===== src/rtl/bb3_pkg.sv =====
// Shared constants, types and helpers for the 3x3 RGB box blur.
package bb3_pkg;

    // Default frame limits, handed to the top-level parameters
    localparam int MAX_WIDTH_DEF  = 1024;
    localparam int MAX_HEIGHT_DEF = 1024;

    // Configuration register layout
    localparam int CFG_W   = 11;
    localparam int CFG_IDX_W = 2;
    localparam logic [CFG_W-1:0] WIDTH_RESET  = 11'd640;
    localparam logic [CFG_W-1:0] HEIGHT_RESET = 11'd480;
    localparam int MIN_DIM = 3;

    typedef enum logic [CFG_IDX_W-1:0] {
        CFG_IMAGE_WIDTH  = 2'd0,
        CFG_IMAGE_HEIGHT = 2'd1
    } t_cfg_idx;

    // Pixel and channel widths
    localparam int CH_W  = 8;
    localparam int NUM_CH = 3;
    localparam int PX_W  = CH_W * NUM_CH;

    // Nine 8-bit values sum to at most 2295, which fits 12 bits
    localparam int SUM_W = 12;

    // Divide by nine: multiply by ceil(2^15 / 9) and drop 15 bits.
    // Exact for every sum below 4096.
    localparam int MEAN_SHIFT = 15;
    localparam logic [SUM_W-1:0] MEAN_MUL = 12'd3641;
    localparam int PROD_W = 2 * SUM_W;

    // Clamp a written dimension into the supported range
    function automatic int clamp_dim(input logic [CFG_W-1:0] v, input int max_dim);
        int r;
        r = int'(v);
        if (r < MIN_DIM) begin
            r = MIN_DIM;
        end else if (r > max_dim) begin
            r = max_dim;
        end
        return r;
    endfunction

endpackage


===== src/rtl/bb3_lane.sv =====
// One colour channel: 3x3 window columns, neighbourhood sum and divide by nine.
module bb3_lane (
    input  logic                     i_clk,
    input  logic                     i_rst_n,
    input  logic                     i_shift,
    input  logic [bb3_pkg::CH_W-1:0] i_top,
    input  logic [bb3_pkg::CH_W-1:0] i_mid,
    input  logic [bb3_pkg::CH_W-1:0] i_bot,
    output logic [bb3_pkg::CH_W-1:0] o_mean
);

    // Oldest column and next column, each top, middle, bottom
    logic [bb3_pkg::CH_W-1:0]  r_col_old [3];
    logic [bb3_pkg::CH_W-1:0]  r_col_mid [3];
    logic [bb3_pkg::SUM_W-1:0] r_sum;
    logic [bb3_pkg::SUM_W-1:0] n_sum;
    logic [bb3_pkg::SUM_W-1:0] sum_old;
    logic [bb3_pkg::SUM_W-1:0] sum_mid;
    logic [bb3_pkg::SUM_W-1:0] sum_new;
    logic [bb3_pkg::PROD_W-1:0] prod;

    // Add up the three columns of the window
    always_comb begin
        sum_old = bb3_pkg::SUM_W'(r_col_old[0]) + bb3_pkg::SUM_W'(r_col_old[1])
                + bb3_pkg::SUM_W'(r_col_old[2]);
        sum_mid = bb3_pkg::SUM_W'(r_col_mid[0]) + bb3_pkg::SUM_W'(r_col_mid[1])
                + bb3_pkg::SUM_W'(r_col_mid[2]);
        sum_new = bb3_pkg::SUM_W'(i_top) + bb3_pkg::SUM_W'(i_mid) + bb3_pkg::SUM_W'(i_bot);
        n_sum   = sum_old + sum_mid + sum_new;
    end

    // Advance the window and capture the sum
    always_ff @(posedge i_clk) begin
        if (!i_rst_n) begin
            for (int k = 0; k < 3; k++) begin
                r_col_old[k] <= '0;
                r_col_mid[k] <= '0;
            end
        end else if (i_shift) begin
            for (int k = 0; k < 3; k++) begin
                r_col_old[k] <= r_col_mid[k];
            end
            r_col_mid[0] <= i_top;
            r_col_mid[1] <= i_mid;
            r_col_mid[2] <= i_bot;
        end
    end

    always_ff @(posedge i_clk) begin
        if (i_shift) begin
            r_sum <= n_sum;
        end
    end

    // Divide by nine through the reciprocal
    assign prod   = bb3_pkg::PROD_W'(r_sum) * bb3_pkg::PROD_W'(bb3_pkg::MEAN_MUL);
    assign o_mean = prod[bb3_pkg::MEAN_SHIFT +: bb3_pkg::CH_W];

endmodule


===== config.mk =====
export PLATFORM = sky130hd
export DESIGN_NAME = bb3_lane
export DESIGN_NICKNAME = d
export VERILOG_FILES = /design/src/rtl/bb3_pkg.sv /design/src/rtl/bb3_lane.sv
export SDC_FILE = /design/constraint.sdc
export NUM_CORES = 1
export LEC_CHECK = 0
export BUFFER_PORTS_ARGS = -buffer_cell sky130_fd_sc_hd__buf_2
export CAP_MARGIN = 25
export CORE_UTILIZATION = 55
export DETAILED_ROUTE_END_ITERATION = 12
export GPL_ROUTABILITY_DRIVEN = 1
export MAX_ROUTING_LAYER = met4
export PLACE_DENSITY_LB_ADDON = 0.3
export SKIP_LAST_GASP = 1
export SYNTH_ARGS = -nofsm -noshare
export SYNTH_HDL_FRONTEND = slang
export SYNTH_SLANG_ARGS = --single-unit

===== constraint.sdc =====
create_clock -name i_clk -period 13.8 [get_ports i_clk]
set_input_delay 0.69 -clock i_clk [delete_from_list [all_inputs] [get_ports i_clk]]
set_output_delay 0.69 -clock i_clk [all_outputs]
set_load 0.01 [all_outputs]

# Word-level counts from Yosys, hierarchy flattened
# Memories as Yosys holds them, arrays and structs flattened.
# Index checks and enable logic that the tools add are counted.
[word_totals]
reg_bits = 12
mem_count = 2
ramBits = 48
out_inout_bits = 8
romBits = 0
in_bits = 27
word_cells = 28
latch_bits = 0
[mem_list]
columns = ["memory", "depth", "width", "rd", "rd_ports_with_merged_regs", "wr", "line_no", "text"]
rows = [
  ["r_col_mid", 3, 8, 3, 0, 3, "bb3_lane.sv:14", "logic [bb3_pkg::CH_W-1:0] r_col_mid [3];"],
  ["r_col_old", 3, 8, 3, 0, 3, "bb3_lane.sv:13", "logic [bb3_pkg::CH_W-1:0] r_col_old [3];"],
]
[op_classes]
n_bitwise = 6
n_eq_ne = 0
magnitude_cmp = 0
mux = 10
shift = 0
addsub = 8
n_reduce_logical = 0
mul = 1
n_div = 0
[op_table]
columns = ["op", "count"]
rows = [
  ["8-bit 2-to-1 mux", 6],
  ["9-bit by 8-bit adder with 10-bit output", 3],
  ["8-bit by 8-bit adder with 9-bit output", 3],
  ["12-bit by 12-bit multiplier with 23-bit output, second input constant", 1],
  ["11-bit by 10-bit adder with 12-bit output", 1],
  ["10-bit by 10-bit adder with 11-bit output", 1],
  ["1-bit OR", 6],
  ["1-bit 2-to-1 mux", 4],
]

# Longest topological paths before layout
# An unclocked memory read counts as a cell.
[logic_depth]
depth_word = 5
ltp_mapped = 17
depth_no_buf = 16

# Least setup slack after synthesis
# Ideal clock, no wire load.
[synth_path]
path_type = "register to output"
start = "reg r_sum[7] (netlist name)"
end = "out o_mean[4] (netlist name)"
t_arrival_ns = 4.358
required_ns = 13.110
n_path_buf = 1
stages_incl_launch_ff = 18
setup_slack_ns = 8.752
cell_sequence = "edfxtp_1 fa_1 ha_1 inv_1 fa_1 inv_1 fa_1 inv_1 fa_1 inv_1 ha_1 a211oi_1 o21ai_1 a22oi_2 nand3_2 a31oi_1 xnor2_1 buf_4"
[synth_via]
elab_chain_len = 1
[synth_rtl]
columns = ["element", "line_no", "text"]
rows = [
  ["from (decl)", "bb3_lane.sv:15", "logic [bb3_pkg::SUM_W-1:0] r_sum;"],
  ["from (signal assigned)", "bb3_lane.sv:51", "r_sum <= n_sum;"],
  ["12-bit by 12-bit multiplier with 23-bit output", "bb3_lane.sv:56", "assign prod = bb3_pkg::PROD_W'(r_sum) * bb3_pkg::PROD_W'(bb3_pkg::MEAN_MUL);"],
  ["to (decl)", "bb3_lane.sv:9", "output logic [bb3_pkg::CH_W-1:0] o_mean"],
]
# No other way between the ends.

# Worst setup path after layout
[layout_path]
start = "reg r_sum[7] (netlist name)"
end = "out o_mean[7] (netlist name)"
# Same word-level chain as after synthesis.

==> impl_metrics.toml <==
[run_status]
outcome = "finished clean"

[sta]
worst_clock_skew_ns = 0.0131
final.min_clock_period_ns = 5.68
slew_viol_final = 0
final-setup-viol-count = 0
setup-tns-final_ns = 0
worst-slew-pin-transition_ns = 0.961
max-slew-margin-rel = 0.359
grt_setup_unrepaired = "false"
final_worst_path_period_share = 0.412
max_freq_mhz = 176
final_hold_viol_count = 0

[place]
gpl.final_weighted_congestion = 0.899
place.detailed.hpwl_um = 7790
portBuffers = 34
placedInstanceArea_um2 = 6120

[setup_path]
regToRegSetupSlack_ns = 9.33
timing.critical_path.arrival_ns = 4.99
worstReg2RegStart = "r_col_mid[0][2]$_SDFFCE_PN0P_"
rr_worst_depth = 14
critPathLaunch = "r_sum[7]$_DFFE_PP_"
startpoint_type = "register"
critPathRequiredTime_ns = 13.11
worst_setup_path_end_kind = "output pin"
timing.setup.critical_path_class = "register to output pin"
cp_max_fo = 4
reg2reg_to = "r_sum[10]$_DFFE_PP_"
crit_end = "o_mean[7]"

[synth]
synth-edff-count = 60
post_synth_num_cell_types = 36
synth-async-reset-ratio = 0
mapped_area_um2 = 5840
synth_flop_type = "sky130_fd_sc_hd__edfxtp_1"
synth_fp_nets = 671
synth-seq-area-share = 0.308
avgSynthCellArea_um2 = 12.2
ys_seq_elements = 60
ys.warnings.count = 0
gate_count_after_technology_mapping = 481

[die]
start_util = 0.566
top_ports = 35
die_width_um = 105
core_region_area_um2 = 10300
row_count = 37
die-area_um2 = 11000
die_h_um = 105

[finish]
insertedDiodeCount = 0
leading_cell_type_in_the_layout_fill_and_taps_excluded = "sky130_fd_sc_hd__inv_1"
filler_cell_count = 849
stdcell_area_um2 = 6340
drive_above_1_share = 0.117
finish.utilization = 0.614
final_cell_mix = "sky130_fd_sc_hd__inv_1 (118), sky130_fd_sc_hd__fa_1 (83), sky130_fd_sc_hd__ha_1 (80)"
areaGrowthSynthToFinish_pct = 8.48
num-nets-final = 699

[global_routing]
number_of_antenna_violations_at_the_first_check_in_global_routing = 0
number_of_global_route_vias_before_repair = 3708
grt_overflow_total = 0
pin_count_of_the_biggest_net_entering_global_routing = 62
global_route.usage.total = 0.199
grt_first_pass_wirelength_um = 16400

[clocking]
clock_path_buffers = 2
postCtsResizedCells = 0
clockRootBuffer = "sky130_fd_sc_hd__clkbuf_8"
cts_sinks = 60
htree_num_levels = 3
tritoncts_buffer_count = 9
post-cts-setup-buffers = 0
clk-insertion-delay-late_ns = 0.35
clock_transition_at_the_register_clock_pins_on_the_worst_setup_and_hold_paths_after_cts_ns = 0.07
tritoncts = "yes"
cts-hold-fix-buffers = 0

[detailed_routing]
via_count = 3398
detailedRoute.firstPassIterationCount = 4
postRouteWirelength_um = 9390
drc_violation_count_after_routing = 0
wl_met2_um = 4850
topRoutingLayerUsed = "met4"
met3WireLength_um = 261
routedWlPerCell_um = 14.4
drtAntennaViolNets = 0
detail_route.wirelength.met1_um = 4130
avgViaCountPerCell = 5.23
initialDrtViolationCount = 142

[min_path]
worstHoldStart = "r_col_mid[0][16]$_SDFFCE_PN0P_"
holdPathStages = 1
hold_path_class = "register to register"

[run]
timing.max_cap.violations = 0
layer usage:
layer,up-vias,GRT usage
li1,1625,-
met1,1710,0.246
met2,50,0.335
met3,13,0.0381
met4,0,0.0594
met5,-,-
worst min-delay path by stage:
stage / end / slack (ns)
after floorplan: r_col_old[0][16]$_SDFFCE_PN0P_ / 0.58
after global placement: r_col_old[0][23]$_SDFFCE_PN0P_ / 0.59
after detailed placement: r_col_old[0][16]$_SDFFCE_PN0P_ / 0.61
after CTS: r_col_old[0][16]$_SDFFCE_PN0P_ / 0.62
after global routing: r_col_old[0][18]$_SDFFCE_PN0P_ / 0.63
final: r_col_old[0][16]$_SDFFCE_PN0P_ / 0.62
cells in the mapped netlist, drive strengths merged (5+ instances only):
cell type  instances  area share
and3              50       0.054
xnor2             12       0.018
a21oi              8      0.0069
fa                83        0.28
nand2              6      0.0051
xor2               6      0.0090
edfxtp            60        0.31
buf                8       0.010
a21o               5      0.0064
inv              118       0.076
clkbuf            10      0.0064
ha                80        0.17
registers in the layout (all words and copies together) (netlist names):
name and flops:
r_col_old 24, r_sum 12, r_col_mid 24
worst max-delay path: stages (launching register included):
cell                        delay, ns
sky130_fd_sc_hd__edfxtp_1        0.50
sky130_fd_sc_hd__fa_1            0.52
sky130_fd_sc_hd__ha_1            0.32
sky130_fd_sc_hd__inv_1           0.06
sky130_fd_sc_hd__fa_1            0.53
sky130_fd_sc_hd__inv_1           0.05
sky130_fd_sc_hd__fa_1            0.50
sky130_fd_sc_hd__inv_1           0.05
sky130_fd_sc_hd__fa_1            0.52
sky130_fd_sc_hd__inv_1           0.04
sky130_fd_sc_hd__ha_1            0.32
sky130_fd_sc_hd__nand2_4         0.06
sky130_fd_sc_hd__o31ai_2         0.29
sky130_fd_sc_hd__nand4_2         0.18
sky130_fd_sc_hd__a31oi_1         0.28
sky130_fd_sc_hd__o2111ai_1       0.15
sky130_fd_sc_hd__nand3_1         0.13
sky130_fd_sc_hd__buf_2           0.14
stage by stage:
stage	cells	hold WS (ns)	worst slack, ns
final	650	0.618	8.12
after global routing	650	0.634	7.78
after CTS	650	0.622	8.07
after detailed placement	634	0.607	8.48
after global placement	633	0.591	8.58
after floorplan	481	0.581	8.75
cells by family after synthesis:
logic type      count (synthesis)  share of synthesized area
xor+xnor                       18                     0.0270
buf+inv                       136                     0.0925
simple gates                   70                     0.0741
compound gates                 34                     0.0426
flops                          60                      0.308
fa+ha+maj                     163                      0.456
cell type report:
cell class / count / area, um^2 / area share
Clock buffer: 9 / 124 / 0.0195
Clock inverter: 7 / 98.8 / 0.0156
Inverter: 118 / 443 / 0.0699
Multi-Input combinational cell: 285 / 3500 / 0.553
Sequential cell: 60 / 1800 / 0.284
Tap cell: 136 / 170 / 0.0268
Timing Repair Buffer: 35 / 198 / 0.0312
Power is left out: the tool's default activity adds up to more than one toggle a clock period on the data nets, which glitch-free logic cannot reach.
